--- src/rtl/nrmac_pkg.sv ---
// Shared types and constants for the NR MAC subPDU assembler.
// Depends on nothing; nrmac_regs, nrmac_core, nrmac_emit and the top level import it.
`default_nettype none

package nrmac_pkg;

  localparam int unsigned SpaceW = 18;
  localparam int unsigned LenW   = 16;
  localparam int unsigned LcidW  = 6;
  localparam int unsigned ByteW  = 8;

  typedef enum logic [1:0] {
    KIND_START   = 2'd0,
    KIND_SUBPDU  = 2'd1,
    KIND_PAYLOAD = 2'd2,
    KIND_PACK    = 2'd3
  } kind_e;

  typedef enum logic [1:0] {
    ST_OK         = 2'd0,
    ST_NO_SPACE   = 2'd1,
    ST_UNEXPECTED = 2'd2,
    ST_INCOMPLETE = 2'd3
  } status_e;

  typedef enum logic {
    REG_IS_UPLINK  = 1'b0,
    REG_PDU_LENGTH = 1'b1
  } reg_idx_e;

  localparam logic [LcidW-1:0] LcidCcch64 = 6'd0;
  localparam logic [LcidW-1:0] LcidCcch48 = 6'd52;
  localparam logic [LcidW-1:0] LcidConRes = 6'd62;
  localparam logic [LcidW-1:0] LcidPad    = 6'h3f;

  localparam logic [LenW-1:0] Ccch48Body = 16'd6;
  localparam logic [LenW-1:0] Ccch64Body = 16'd8;
  localparam logic [LenW-1:0] ConResBody = 16'd6;

  typedef struct packed {
    logic              is_uplink;
    logic [SpaceW-1:0] pdu_length;
  } cfg_t;

  typedef struct packed {
    logic [ByteW-1:0]  byte0;
    logic [ByteW-1:0]  byte1;
    logic [ByteW-1:0]  byte2;
    logic [1:0]        last_idx;
    logic              byte_valid;
    logic [SpaceW-1:0] fill_zeros;
    status_e           status;
  } res_t;

endpackage

`default_nettype wire

--- src/rtl/nrmac_if.sv ---
// Valid/ready channel interfaces for the request and the PDU byte stream.
// Field widths follow the assembler's item formats.
`default_nettype none

interface nrmac_req_if;
  logic        valid;
  logic        ready;
  logic [1:0]  kind;
  logic [5:0]  lcid;
  logic [15:0] body_len;
  logic [7:0]  data_byte;

  modport source (output valid, kind, lcid, body_len, data_byte, input ready);
  modport sink (input valid, kind, lcid, body_len, data_byte, output ready);
endinterface

interface nrmac_pdu_if;
  logic        valid;
  logic        ready;
  logic [7:0]  out_byte;
  logic        byte_valid;
  logic [17:0] fill_zeros;
  logic        last;
  logic [1:0]  status;

  modport source (output valid, out_byte, byte_valid, fill_zeros, last, status,
                  input ready);
  modport sink (input valid, out_byte, byte_valid, fill_zeros, last, status,
                output ready);
endinterface

`default_nettype wire

--- src/rtl/nrmac_regs.sv ---
// APB configuration registers of the assembler: uplink select and PDU length.
// Depends on nrmac_pkg.
`default_nettype none

module nrmac_regs
  import nrmac_pkg::*;
(
  input  wire logic        clk_i,
  input  wire logic        rst_ni,
  input  wire logic        psel,
  input  wire logic        penable,
  input  wire logic        pwrite,
  input  wire logic [2:0]  paddr,
  input  wire logic [31:0] pwdata,
  output logic      [31:0] prdata,
  output logic             pready,
  output cfg_t             cfg_o
);

  cfg_t     cfg_q, cfg_d;
  reg_idx_e idx;
  logic     wr_en;

  assign idx   = reg_idx_e'(paddr[2]);
  assign wr_en = psel && penable && pwrite;

  always_comb begin
    cfg_d = cfg_q;
    if (wr_en) begin
      unique case (idx)
        REG_IS_UPLINK:  cfg_d.is_uplink  = pwdata[0];
        REG_PDU_LENGTH: cfg_d.pdu_length = pwdata[SpaceW-1:0];
        default:        cfg_d = cfg_q;
      endcase
    end
  end

  always_ff @(posedge clk_i or negedge rst_ni) begin
    if (!rst_ni) begin
      cfg_q <= '0;
    end else begin
      cfg_q <= cfg_d;
    end
  end

  always_comb begin
    unique case (idx)
      REG_IS_UPLINK:  prdata = {31'd0, cfg_q.is_uplink};
      REG_PDU_LENGTH: prdata = {{(32-SpaceW){1'b0}}, cfg_q.pdu_length};
      default:        prdata = '0;
    endcase
  end

  assign pready = 1'b1;
  assign cfg_o  = cfg_q;

endmodule

`default_nettype wire

--- src/rtl/nrmac_core.sv ---
// Request register, PDU space and body tracking, and subheader formation.
// Depends on nrmac_pkg and nrmac_req_if; feeds nrmac_emit with one bundle per request.
`default_nettype none

module nrmac_core
  import nrmac_pkg::*;
#(
  parameter int unsigned LONG_LENGTH_THRESHOLD = 256
) (
  input  wire logic  clk_i,
  input  wire logic  rst_ni,
  input  cfg_t       cfg_i,
  nrmac_req_if.sink  req,
  input  wire logic  free_i,
  output logic       res_valid_o,
  output res_t       res_o
);

  logic              inq_v_q, inq_v_d;
  kind_e             kind_q;
  logic [LcidW-1:0]  lcid_q;
  logic [LenW-1:0]   len_q;
  logic [ByteW-1:0]  data_q;
  logic [SpaceW-1:0] space_q, space_d;
  logic [LenW-1:0]   owed_q, owed_d;
  logic              take, adv;

  logic              is_ccch, is_conres, is_long;
  logic [LcidW-1:0]  code;
  logic [LenW-1:0]   body;
  logic [SpaceW-1:0] need, len_p1, body_p1;
  logic              fits;
  res_t              res;

  assign adv       = inq_v_q && free_i;
  assign req.ready = !inq_v_q || free_i;
  assign take      = req.valid && req.ready;
  assign inq_v_d   = take ? 1'b1 : (adv ? 1'b0 : inq_v_q);

  always_ff @(posedge clk_i or negedge rst_ni) begin
    if (!rst_ni) begin
      inq_v_q <= 1'b0;
      space_q <= '0;
      owed_q  <= '0;
    end else begin
      inq_v_q <= inq_v_d;
      space_q <= space_d;
      owed_q  <= owed_d;
    end
  end

  always_ff @(posedge clk_i) begin
    if (take) begin
      kind_q <= kind_e'(req.kind);
      lcid_q <= req.lcid;
      len_q  <= req.body_len;
      data_q <= req.data_byte;
    end
  end

  always_comb begin
    is_ccch   = cfg_i.is_uplink && (lcid_q == LcidCcch64 || lcid_q == LcidCcch48);
    is_conres = !cfg_i.is_uplink && (lcid_q == LcidConRes);
    is_long   = ({1'b0, len_q} >= (LenW+1)'(LONG_LENGTH_THRESHOLD));
    code      = lcid_q;
    if (is_ccch && lcid_q == LcidCcch64 && len_q == Ccch48Body) begin
      code = LcidCcch48;
    end
    if (is_ccch) begin
      body = (code == LcidCcch48) ? Ccch48Body : Ccch64Body;
    end else if (is_conres) begin
      body = ConResBody;
    end else begin
      body = len_q;
    end
    len_p1  = SpaceW'(len_q) + SpaceW'(1);
    body_p1 = SpaceW'(body) + SpaceW'(1);
    if (is_ccch || is_conres) begin
      need = body_p1;
    end else begin
      need = SpaceW'(body) + (is_long ? SpaceW'(3) : SpaceW'(2));
    end
    fits = (need <= space_q) && (!is_ccch || len_p1 <= space_q);
  end

  always_comb begin
    res       = '0;
    res.status = ST_OK;
    space_d   = space_q;
    owed_d    = owed_q;
    if (adv) begin
      case (kind_q)
        KIND_START: begin
          res.status = (owed_q != '0) ? ST_INCOMPLETE : ST_OK;
          space_d    = cfg_i.pdu_length;
          owed_d     = '0;
        end
        KIND_PAYLOAD: begin
          if (owed_q == '0) begin
            res.status = ST_UNEXPECTED;
          end else begin
            owed_d         = owed_q - LenW'(1);
            res.byte0      = data_q;
            res.byte_valid = 1'b1;
          end
        end
        default: begin
          if (owed_q != '0) begin
            res.status = ST_INCOMPLETE;
          end else if (kind_q == KIND_PACK) begin
            if (space_q != '0) begin
              res.byte0      = {2'b00, LcidPad};
              res.byte_valid = 1'b1;
              res.fill_zeros = space_q - SpaceW'(1);
              space_d        = '0;
            end
          end else if (!fits) begin
            res.status = ST_NO_SPACE;
          end else begin
            space_d        = space_q - need;
            owed_d         = body;
            res.byte_valid = 1'b1;
            if (is_ccch || is_conres) begin
              res.byte0 = {2'b00, code};
            end else if (is_long) begin
              res.byte0    = {2'b01, code};
              res.byte1    = body[15:8];
              res.byte2    = body[7:0];
              res.last_idx = 2'd2;
            end else begin
              res.byte0    = {2'b00, code};
              res.byte1    = body[7:0];
              res.last_idx = 2'd1;
            end
          end
        end
      endcase
    end
  end

  assign res_valid_o = adv;
  assign res_o       = res;

endmodule

`default_nettype wire

--- src/rtl/nrmac_emit.sv ---
// Result register that plays out the one to three results formed for a request.
// Depends on nrmac_pkg and nrmac_pdu_if.
`default_nettype none

module nrmac_emit
  import nrmac_pkg::*;
(
  input  wire logic   clk_i,
  input  wire logic   rst_ni,
  input  wire logic   res_valid_i,
  input  res_t        res_i,
  output logic        free_o,
  nrmac_pdu_if.source pdu
);

  logic       v_q, v_d;
  logic [1:0] idx_q, idx_d;
  res_t       res_q;
  logic       at_last, fire;

  assign at_last = (idx_q == res_q.last_idx);
  assign fire    = v_q && pdu.ready;
  assign free_o  = !v_q || (pdu.ready && at_last);

  always_comb begin
    v_d   = v_q;
    idx_d = idx_q;
    if (res_valid_i) begin
      v_d   = 1'b1;
      idx_d = 2'd0;
    end else if (fire) begin
      if (at_last) begin
        v_d = 1'b0;
      end else begin
        idx_d = idx_q + 2'd1;
      end
    end
  end

  always_ff @(posedge clk_i or negedge rst_ni) begin
    if (!rst_ni) begin
      v_q   <= 1'b0;
      idx_q <= '0;
    end else begin
      v_q   <= v_d;
      idx_q <= idx_d;
    end
  end

  always_ff @(posedge clk_i) begin
    if (res_valid_i) begin
      res_q <= res_i;
    end
  end

  always_comb begin
    case (idx_q)
      2'd1:    pdu.out_byte = res_q.byte1;
      2'd2:    pdu.out_byte = res_q.byte2;
      default: pdu.out_byte = res_q.byte0;
    endcase
  end

  assign pdu.valid      = v_q;
  assign pdu.byte_valid = res_q.byte_valid;
  assign pdu.fill_zeros = res_q.fill_zeros;
  assign pdu.status     = res_q.status;
  assign pdu.last       = at_last;

endmodule

`default_nettype wire

--- src/rtl/nr_mac_subpdu_assembler.sv ---
// Top level of the NR MAC subPDU assembler: registers, request stage and byte output.
// Depends on nrmac_pkg, nrmac_if, nrmac_regs, nrmac_core and nrmac_emit.
//
// Channel   Direction  Transaction
// req_i     in         start, subPDU header request, payload byte or pack
// pdu_o     out        one PDU byte or status result, last marks the request end
// APB       in/out     writes is_uplink (0x0) and pdu_length (0x4)
//
// A request is held in the request register and then yields one to three results,
// played out one per cycle from the result register while pdu_o is ready.
// Single-result requests sustain one per cycle while pdu_o is ready; a 2- or 3-byte subheader
// holds the request stage until its last byte is taken. A stall on pdu_o holds the result
// register and the request register behind it. Reset clears the space and body counters.
`default_nettype none

module nr_mac_subpdu_assembler
  import nrmac_pkg::*;
#(
  parameter int unsigned LONG_LENGTH_THRESHOLD = 256
) (
  input  wire logic        clk_i,
  input  wire logic        rst_ni,
  nrmac_req_if.sink        req_i,
  nrmac_pdu_if.source      pdu_o,
  input  wire logic        psel,
  input  wire logic        penable,
  input  wire logic        pwrite,
  input  wire logic [2:0]  paddr,
  input  wire logic [31:0] pwdata,
  output logic      [31:0] prdata,
  output logic             pready
);

  cfg_t cfg;
  res_t res;
  logic res_valid;
  logic free;

  nrmac_regs u_regs (
    .clk_i   (clk_i),
    .rst_ni  (rst_ni),
    .psel    (psel),
    .penable (penable),
    .pwrite  (pwrite),
    .paddr   (paddr),
    .pwdata  (pwdata),
    .prdata  (prdata),
    .pready  (pready),
    .cfg_o   (cfg)
  );

  nrmac_core #(
    .LONG_LENGTH_THRESHOLD (LONG_LENGTH_THRESHOLD)
  ) u_core (
    .clk_i       (clk_i),
    .rst_ni      (rst_ni),
    .cfg_i       (cfg),
    .req         (req_i),
    .free_i      (free),
    .res_valid_o (res_valid),
    .res_o       (res)
  );

  nrmac_emit u_emit (
    .clk_i       (clk_i),
    .rst_ni      (rst_ni),
    .res_valid_i (res_valid),
    .res_i       (res),
    .free_o      (free),
    .pdu         (pdu_o)
  );

endmodule

`default_nettype wire

--- src/flat_wrapper.sv ---
// flat-port wrapper written by rule: the top's interface ports become plain ports
module nr_mac_subpdu_assembler_flat import nrmac_pkg::*;
#(
  parameter int unsigned LONG_LENGTH_THRESHOLD = 256
)
  (clk_i, rst_ni, psel, penable, pwrite, paddr, pwdata, prdata, pready, req_i_valid, req_i_kind, req_i_lcid, req_i_body_len, req_i_data_byte, req_i_ready, pdu_o_valid, pdu_o_out_byte, pdu_o_byte_valid, pdu_o_fill_zeros, pdu_o_last, pdu_o_status, pdu_o_ready);
  nrmac_req_if req_i_i ();
  nrmac_pdu_if pdu_o_i ();
  input  wire logic clk_i;
  input  wire logic rst_ni;
  input  wire logic psel;
  input  wire logic penable;
  input  wire logic pwrite;
  input  wire logic [2:0] paddr;
  input  wire logic [31:0] pwdata;
  output logic      [31:0] prdata;
  output logic pready;
  input wire logic [$bits(req_i_i.valid)-1:0] req_i_valid;
  input wire logic [$bits(req_i_i.kind)-1:0] req_i_kind;
  input wire logic [$bits(req_i_i.lcid)-1:0] req_i_lcid;
  input wire logic [$bits(req_i_i.body_len)-1:0] req_i_body_len;
  input wire logic [$bits(req_i_i.data_byte)-1:0] req_i_data_byte;
  output wire logic [$bits(req_i_i.ready)-1:0] req_i_ready;
  output wire logic [$bits(pdu_o_i.valid)-1:0] pdu_o_valid;
  output wire logic [$bits(pdu_o_i.out_byte)-1:0] pdu_o_out_byte;
  output wire logic [$bits(pdu_o_i.byte_valid)-1:0] pdu_o_byte_valid;
  output wire logic [$bits(pdu_o_i.fill_zeros)-1:0] pdu_o_fill_zeros;
  output wire logic [$bits(pdu_o_i.last)-1:0] pdu_o_last;
  output wire logic [$bits(pdu_o_i.status)-1:0] pdu_o_status;
  input wire logic [$bits(pdu_o_i.ready)-1:0] pdu_o_ready;
  assign req_i_i.valid = req_i_valid;
  assign req_i_i.kind = req_i_kind;
  assign req_i_i.lcid = req_i_lcid;
  assign req_i_i.body_len = req_i_body_len;
  assign req_i_i.data_byte = req_i_data_byte;
  assign req_i_ready = req_i_i.ready;
  assign pdu_o_valid = pdu_o_i.valid;
  assign pdu_o_out_byte = pdu_o_i.out_byte;
  assign pdu_o_byte_valid = pdu_o_i.byte_valid;
  assign pdu_o_fill_zeros = pdu_o_i.fill_zeros;
  assign pdu_o_last = pdu_o_i.last;
  assign pdu_o_status = pdu_o_i.status;
  assign pdu_o_i.ready = pdu_o_ready;
  nr_mac_subpdu_assembler #(.LONG_LENGTH_THRESHOLD(LONG_LENGTH_THRESHOLD)) u_core (.clk_i(clk_i), .rst_ni(rst_ni), .req_i(req_i_i), .pdu_o(pdu_o_i), .psel(psel), .penable(penable), .pwrite(pwrite), .paddr(paddr), .pwdata(pwdata), .prdata(prdata), .pready(pready));
endmodule
--- config.mk ---
export PLATFORM = sky130hd
export DESIGN_NAME = nr_mac_subpdu_assembler_flat
export DESIGN_NICKNAME = d
export VERILOG_FILES = /design/src/rtl/nrmac_pkg.sv /design/src/rtl/nrmac_if.sv /design/src/rtl/nrmac_regs.sv /design/src/rtl/nrmac_core.sv /design/src/rtl/nrmac_emit.sv /design/src/rtl/nr_mac_subpdu_assembler.sv /design/src/flat_wrapper.sv
export SDC_FILE = /design/constraint.sdc
export NUM_CORES = 1
export LEC_CHECK = 0
export BUFFER_PORTS_ARGS = -buffer_cell sky130_fd_sc_hd__buf_2
export CAP_MARGIN = 10
export CORE_UTILIZATION = 52
export CTS_CLUSTER_DIAMETER = 120
export DETAILED_ROUTE_END_ITERATION = 10
export GPL_TIMING_DRIVEN = 0
export HOLD_SLACK_MARGIN = 0.03
export PLACE_DENSITY = 0.77
export SETUP_SLACK_MARGIN = 0.05
export SLEW_MARGIN = 0
export SYNTH_ARGS = -nofsm -noshare
export SYNTH_HDL_FRONTEND = slang
export SYNTH_HIERARCHICAL = 1
export SYNTH_SLANG_ARGS = --single-unit
export TNS_END_PERCENT = 100
--- constraint.sdc ---
create_clock -name clk_i -period 5.2 [get_ports clk_i]
set_input_delay 1.04 -clock clk_i [delete_from_list [all_inputs] [get_ports clk_i]]
set_output_delay 1.04 -clock clk_i [all_outputs]
set_load 0.03 [all_outputs]
# After elaboration in Yosys (flattened, before gate mapping)
# Cells that the tools add are included.
# W data, S select, Z words.
totals:
  reg_bits: 136
  in_bits: 74
op_classes:
  addsub: 7
  n_reduce_logical: 39
  n_eq_ne: 15
  n_lt_le_gt_ge: 3
  mux: 49
  bitwise: 6
ops:
  columns: ["operator", "count"]
  rows:
  - ["$mux W18", 7]
  - ["$mux W16", 6]
  - ["$pmux W32 S2", 1]
  - ["$mux W45", 1]
  - ["$pmux W18 S2", 1]
  - ["$add A16 B1 Y17 const B", 2]
  - ["$pmux W16 S2", 1]
  - ["$pmux W8 S2", 2]
  - ["$mux W27", 1]
  - ["$mux W8", 3]
  - ["$mux W19", 1]
  - ["$eq A6 B6 Y1 const B", 3]
  - ["$le A17 B18 Y1", 1]
  - ["$le A18 B18 Y1", 1]
  - ["$reduce_bool A18 Y1", 1]
  - ["$sub A18 B1 Y18 const B", 1]
  - ["$sub A18 B18 Y18", 1]
  - ["$add A16 B2 Y17", 1]
  - ["$mux W17", 1]
  - ["$eq A16 B3 Y1 const B", 1]
  - ["$ge A16 B9 Y1 const B", 1]
  - ["$logic_not A16 Y1", 1]
  - ["$reduce_bool A16 Y1", 1]
  - ["$sub A16 B1 Y16 const B", 1]
  - ["other kinds (28)", 78]

# Logic depth before layout (Yosys ltp)
logic_depth:
  ltp_word: 17
  ltp_mapped: 23

# Modules after synthesis
# The synthesis kept the hierarchy.
by_module_without_submodules:
  columns: ["module", "area_each_um2", "n_inst", "cells_per_inst"]
  rows:
  - ["nrmac_core", 5880.6, 1, 691]
  - ["nrmac_emit", 1909.3, 1, 115]
  - ["nrmac_regs", 1013.5, 1, 78]

# Worst setup path before layout
# No wires, ideal clock.
synth_path:
  path_kind: "register -> register"
  startpoint: "register u_core.u_core.lcid_q[1]"
  endpoint: "register u_core.u_core.space_q[5]"
  setup_ns: 0.125
  path_stages_with_launch: 23
  n_path_buf: 3
  arrival_ns: 4.815
  path_slack_ns: 0.260
  path_cell_list: "edfxtp_1 -> or3b_2 -> a21oi_1 -> a21oi_1 -> clkbuf_1 -> a21boi_0 -> ha_1 -> a21oi_1 -> nor2b_1 -> nand3_1 -> xnor2_1 -> nand2_1 -> ha_1 -> buf_2 -> a21o_1 -> a221oi_1 -> o21a_1 -> o31ai_2 -> o221ai_2 -> a21oi_4 -> nor2_4 -> buf_6 -> mux2_4"
synth_via:
  elab_chain_len: 16
  word_cells_on_any_way: 28
synth_lines:
  columns: ["item", "line_no", "rtl"]
  rows:
  - ["from (decl)", "nrmac_core.sv:21", "logic [LcidW-1:0] lcid_q;"]
  - ["from (signal assigned)", "nrmac_core.sv:55", "lcid_q <= req.lcid;"]
  - ["$eq A6 B6 Y1 / $logic_not A6 Y1 (equally long branches)", "nrmac_core.sv:62, nrmac_core.sv:66", null]
  - ["$logic_or A1 B1 Y1", "nrmac_core.sv:62", "is_ccch = cfg_i.is_uplink && (lcid_q == LcidCcch64 || lcid_q == LcidCcch48);"]
  - ["$logic_and A1 B1 Y1", "nrmac_core.sv:62", null]
  - ["$logic_and A1 B1 Y1 (2 in a row)", "nrmac_core.sv:66", "if (is_ccch && lcid_q == LcidCcch64 && len_q == Ccch48Body) begin"]
  - ["$mux W6", "nrmac_core.sv:66", null]
  - ["$eq A6 B6 Y1", "nrmac_core.sv:70", "body = (code == LcidCcch48) ? Ccch48Body : Ccch64Body;"]
  - ["$mux W4", "nrmac_core.sv:70", null]
  - ["$mux W16", "nrmac_core.sv:69", "if (is_ccch) begin"]
  - ["$add A16 B2 Y17 / $add A16 B1 Y17 (equally long branches)", "nrmac_core.sv:81, nrmac_core.sv:77", null]
  - ["$mux W17", "nrmac_core.sv:78", "if (is_ccch || is_conres) begin"]
  - ["$sub A18 B18 Y18", "nrmac_core.sv:120", "space_d = space_q - need;"]
  - ["$mux W18", "nrmac_core.sv:117", "end else if (!fits) begin"]
  - ["$mux W18", "nrmac_core.sv:110", "end else if (kind_q == KIND_PACK) begin"]
  - ["$mux W18", "nrmac_core.sv:108", "if (owed_q != '0) begin"]
  - ["$pmux W18 S2", "nrmac_core.sv:92", "case (kind_q)"]
  - ["to (signal assigned)", "nrmac_core.sv:47", "space_q <= space_d;"]
  - ["to (decl)", "nrmac_core.sv:24", "logic [SpaceW-1:0] space_q, space_d;"]
# Several ways; a longest one is shown, not always the timed one. The select of a mux whose other input is x is not followed.
# A chain may end at the register's enable or synchronous reset.

# Final worst setup path
layout_path:
  startpoint: "register u_core.u_core.lcid_q[1]"
  endpoint: "register u_core/u_emit/res_q[30] (netlist bit) (data pin)"
layout_via:
  elab_chain_len: 15
  word_cells_on_any_way: 23
layout_lines:
  columns: ["item", "line_no", "rtl"]
  rows:
  - ["$eq A6 B6 Y1 / $logic_not A6 Y1 (equally long branches)", "nrmac_core.sv:62, nrmac_core.sv:66", null]
  - ["$logic_or A1 B1 Y1", "nrmac_core.sv:62", null]
  - ["$logic_and A1 B1 Y1", "nrmac_core.sv:62", null]
  - ["$logic_and A1 B1 Y1 (2 in a row)", "nrmac_core.sv:66", null]
  - ["$mux W6", "nrmac_core.sv:66", null]
  - ["$eq A6 B6 Y1", "nrmac_core.sv:70", null]
  - ["$mux W4", "nrmac_core.sv:70", null]
  - ["$mux W16", "nrmac_core.sv:69", null]
  - ["$add A16 B2 Y17 / $add A16 B1 Y17 (equally long branches)", "nrmac_core.sv:81, nrmac_core.sv:77", null]
  - ["$mux W17", "nrmac_core.sv:78", null]
  - ["$le A18 B18 Y1", "nrmac_core.sv:83", "fits = (need <= space_q) && (!is_ccch || len_p1 <= space_q);"]
  - ["$logic_and A1 B1 Y1", "nrmac_core.sv:83", null]
  - ["$not A1 Y1 (no source line)", null, null]
  - ["$reduce_or A7 Y1 (no source line)", null, null]
  - ["to (signal assigned)", "nrmac_emit.sv:52", "res_q <= res_i;"]
  - ["to (decl)", "nrmac_emit.sv:18", "res_t res_q;"]
# Several ways; a longest one is shown, not always the timed one.

==> run metrics <==
number of pins exceeding their max-slew limit in the final report=0; mean area per synthesized cell=9.96 sq um; total of max-cap violations=0; post-synthesis async set-or-reset flop share=0.419; # IOs=139; largest area contributor in the synthesized netlist=sky130_fd_sc_hd__edfxtp_1; Clk Tree Root Cell=sky130_fd_sc_hd__clkbuf_16; worst stage delay on the critical path=0.61 ns; top cell type's share of synthesized area=0.269; starting utilization of the core area=0.531; transition time at the pin with the least slew margin=around 1.1 ns; drt first pass iters=7; Post-Place Cell Area=0.00973 sq mm; vias in the first global route=6719; M1 GR Usage=0.378; cell internal pwr=~3.7 mW; run status=complete, no violations; cell repeated most along the worst path=sky130_fd_sc_hd__a21oi_2; number of H-tree levels=4; mean number of vias per cell=~5.9; top achievable clock speed=198 MHz; type of element capturing the critical path=register; Synth Warn #=6; antenna violations before repair=0; area added between synthesis and finish=22.6%; Final period util=0.971; share of layout cells above drive strength 1=0.282; height of the die=132 um; most used routing layer=met2; area of the core=around 0.017 sq mm; post-synth design cell area=just under 0.009 sq mm; final WL=about 24 mm; Fin Clk Skew=0.00948 ns; half-perimeter wire length of the detailed placement result=16.8 mm; peak supply drop=between 300 and 400 uV; element type at the critical path start=register; global routing met3 resource utilization=0.0577; leakage component of the power=4.66 nW; met2 layer usage reported by global route=0.404; critical-path cell with the highest stage delay=sky130_fd_sc_hd__or4_4; clock share of power=0.193; class of the tightest hold or removal check=reg -> reg; clock tree from TritonCTS=done; critical path, cell by cell=or3b_4, a21oi_2, a21oi_1, buf_4, buf_4, ha_1, a21oi_2, nor2b_4, and2_4, inv_1, nor2_1, xor2_1, nand2_1, ha_4, nand3_1, o21bai_1, a21oi_2, o22ai_4, or4_4, nor2_4, and2_4; post-synthesis cell type count=83; worst slew slack as a fraction of its limit=0.275; Buffers on Ports=107; total negative slack=0 ns; count of nets after finishing=1174; net switching power=2.83 mW; post-route cell area=0.0108 sq mm; sequential group share of total power=0.294; Data required, critical path=approximately 5.5 ns; DRC violation count after routing=0; final global-route overflow total=0; Cell Rows=47; final setup violating endpoints=0; Area contributors post-synth=sky130_fd_sc_hd__edfxtp_1, sky130_fd_sc_hd__dfrtp_1, sky130_fd_sc_hd__ha_1; primary flip-flop cell chosen by synthesis mapping=sky130_fd_sc_hd__edfxtp_1; first-pass GRT wire length=36.0 mm; final hold violation count=0; number of enable-type register cells in the synthesized netlist=79; Crit Path Class=reg -> reg; Antenna Diode Count=0; count of antenna-violating nets left after detailed routing=0; proportion of synthesized chip area in sequential cells=0.431; number of DRC markers after the initial detailed-route iteration=738; clk slew on worst S/H paths=0.06 ns; maximum number of pins on one net before global-route repair=36; Pwr Density=604 mW/mm^2; Wirelength per Cell=18.4 um; arrival time reported for the critical path endpoint=5.36 ns; total via count in the routed design=between 7k and 8k; Sinks on Clock Net=roughly 140; quantity of hold-fixing buffers added after cts=0; Tmin final=~5 ns; Die Area=roughly 0.017 sq mm; share of total power consumed by net switching=0.434; placer's final routability congestion estimate=0.977; latest clock arrival within the worst-skew pair=0.43 ns; combinational group share of total power=0.513; largest buffer count on any clock path=2; number of buffers inserted during clock tree synthesis=17; Post-Synthesis Cells=just under 900; Total GRT Usage=0.269; crit path max fanout=11; number of filler cells placed in the layout=between 1k and 1.5k; number of storage elements in the synthesis netlist=roughly 140; die span in x=about 130 um
cell usage after synthesis (3+ instances only):
cell type / number
sky130_fd_sc_hd__nand2b_1: 8
sky130_fd_sc_hd__a32oi_1: 8
sky130_fd_sc_hd__nor2b_1: 8
sky130_fd_sc_hd__o31ai_1: 3
sky130_fd_sc_hd__o31a_1: 4
sky130_fd_sc_hd__a21boi_0: 5
sky130_fd_sc_hd__and3_1: 5
sky130_fd_sc_hd__a211oi_1: 4
sky130_fd_sc_hd__xor2_1: 15
sky130_fd_sc_hd__o211ai_1: 5
sky130_fd_sc_hd__mux2_4: 12
sky130_fd_sc_hd__a32o_1: 4
sky130_fd_sc_hd__o22ai_1: 10
sky130_fd_sc_hd__or3_1: 7
sky130_fd_sc_hd__inv_1: 37
sky130_fd_sc_hd__clkbuf_1: 25
sky130_fd_sc_hd__nand4_1: 11
sky130_fd_sc_hd__mux2_2: 16
sky130_fd_sc_hd__a22oi_1: 12
sky130_fd_sc_hd__edfxtp_1: 79
sky130_fd_sc_hd__o21ai_0: 49
sky130_fd_sc_hd__o21ai_1: 4
sky130_fd_sc_hd__nand2_1: 68
sky130_fd_sc_hd__and2_1: 31
sky130_fd_sc_hd__nor4_1: 9
sky130_fd_sc_hd__nor2_1: 78
sky130_fd_sc_hd__o21a_1: 7
sky130_fd_sc_hd__xnor2_1: 37
sky130_fd_sc_hd__buf_2: 6
sky130_fd_sc_hd__ha_1: 44
sky130_fd_sc_hd__a21o_1: 12
sky130_fd_sc_hd__a21oi_1: 52
sky130_fd_sc_hd__nand3_1: 23
sky130_fd_sc_hd__buf_4: 35
sky130_fd_sc_hd__dfrtp_1: 57
sky130_fd_sc_hd__nor2_4: 3
sky130_fd_sc_hd__buf_1: 5
sky130_fd_sc_hd__mux2i_1: 11
sky130_fd_sc_hd__nand4b_1: 3
sky130_fd_sc_hd__nor3_1: 17
power by group through the flow:
stage               registers, mW  logic [mW]  clock network [mW]
floorplan                    1.82        2.31                   0
global route                 1.96        3.62                1.31
detailed placement           1.89        3.07                   0
CTS                          1.90        3.13                1.27
finish                       1.92        3.35                1.25
global placement             1.89        2.99                   0
kinds of logic (layout without fill, tap and decap cells):
logic type / count (synthesis) / after routing / synth area share
compound gates: 203 / 204 / 0.151
xor+xnor: 53 / 53 / 0.0536
mux: 41 / 41 / 0.0560
buf+inv: 111 / 279 / 0.0648
simple gates: 292 / 293 / 0.175
fa+ha+maj: 46 / 46 / 0.0671
other cells: 2 / 15 / 0.000853
flops: 136 / 136 / 0.431
metrics by stage:
stage          utilization  power, mW  hold slack, ns  worst slack, ns  std cells
6_report             0.651       6.52           0.518            0.148       1287
5_1_grt              0.651       6.89           0.543          -0.0417       1287
4_1_cts              0.630       6.31           0.518           0.0295       1259
3_5_place_dp         0.587       4.96           0.503           -0.761       1227
3_3_place_gp         0.583       4.88           0.490           -0.762       1224
2_1_floorplan            -       4.13           0.461            0.260        897
cell usage in the layout, fill, tap and decap left out, drive strengths merged, types with 11 or more instances in the layout:
cell,synthesis,final
a21o,12,12
a21oi,54,55
a22oi,12,12
and2,32,32
buf,48,191
clkbuf,25,36
conb,2,15
dfrtp,57,57
edfxtp,79,79
ha,44,44
inv,37,42
mux2,30,30
mux2i,11,11
nand2,69,69
nand3,23,23
nand4,12,12
nor2,81,82
nor3,19,19
o21ai,53,53
xnor2,38,38
xor2,15,15
routing by layer:
metal / share of wire / up-vias
met5: 0 / -
met4: 0.028 / 0
met3: 0.087 / 50
met2: 0.45 / 445
met1: 0.43 / 3547
li1: - / 3497
worst max-delay path, delay by kind of cell (launching register included):
kind,cells,cell delay [ns]
AND/OR/NAND/NOR,9,2.17
adder cells (fa/ha/maj),2,0.63
XOR/XNOR,1,0.17
AO/OA/AOI/OAI,6,1.04
flip-flops,1,0.50
buffers and inverters,3,0.42
cell type report:
class,instances,area (sq um),share of cell area
buffer,64,415,0.0385
multi-input combinational,652,4670,0.433
inverter,38,143,0.0132
sequential,136,3800,0.352
timing repair buffer,145,882,0.0817
clock inverter,13,166,0.0154
clock buffer,19,443,0.0410
tap,220,275,0.0255
sequential cells by signal, summed over array words and instances (netlist names):
name,flops
u_core/u_core/inq_v_q,1
u_core/u_emit/pdu.byte_valid,1
u_core/u_core/data_q,8
u_core/u_core/lcid_q,6
u_core/u_core/len_q,16
u_core/u_emit/res_q,26
u_core/u_emit/pdu.fill_zeros,18
u_core/u_core/owed_q,16
u_core/u_emit/idx_q,2
u_core/u_core/space_q,18
u_core/u_regs/cfg_o,19
u_core/u_emit/pdu.status,2
u_core/u_core/kind_q,2
u_core/u_emit/pdu.valid,1
path summary, 6_finish.rpt:
path                                                 startpoint                                   end  slack, ns  cells after the start
min reg2reg                u_core/u_core/owed_q[15]$_DFFE_PN0P_  u_core/u_core/owed_q[15]$_DFFE_PN0P_       0.52                      2
min in group asynchronous                                rst_ni    u_core/u_regs/cfg_o[4]$_DFFE_PN0P_       0.60                      1
max reg2reg                   u_core/u_core/lcid_q[1]$_DFFE_PP_     u_core/u_emit/res_q[30]$_DFFE_PP_       0.15                     21
max                           u_core/u_core/lcid_q[1]$_DFFE_PP_     u_core/u_emit/res_q[30]$_DFFE_PP_       0.15                     21
max in group asynchronous                                rst_ni   u_core/u_emit/pdu.valid$_DFFE_PN0P_       3.99                      2
min                        u_core/u_core/owed_q[15]$_DFFE_PN0P_  u_core/u_core/owed_q[15]$_DFFE_PN0P_       0.52                      2
repair_timing:
action | 4_1_cts | 5_1_grt
endpoints found under the setup margin | 61 | 60
cloned | 0 | 3
resized for setup | 20 | 28
pin swaps | 3 | 13
setup buffers | 6 | 28
Note: power is estimated with default switching activity, not from simulation.
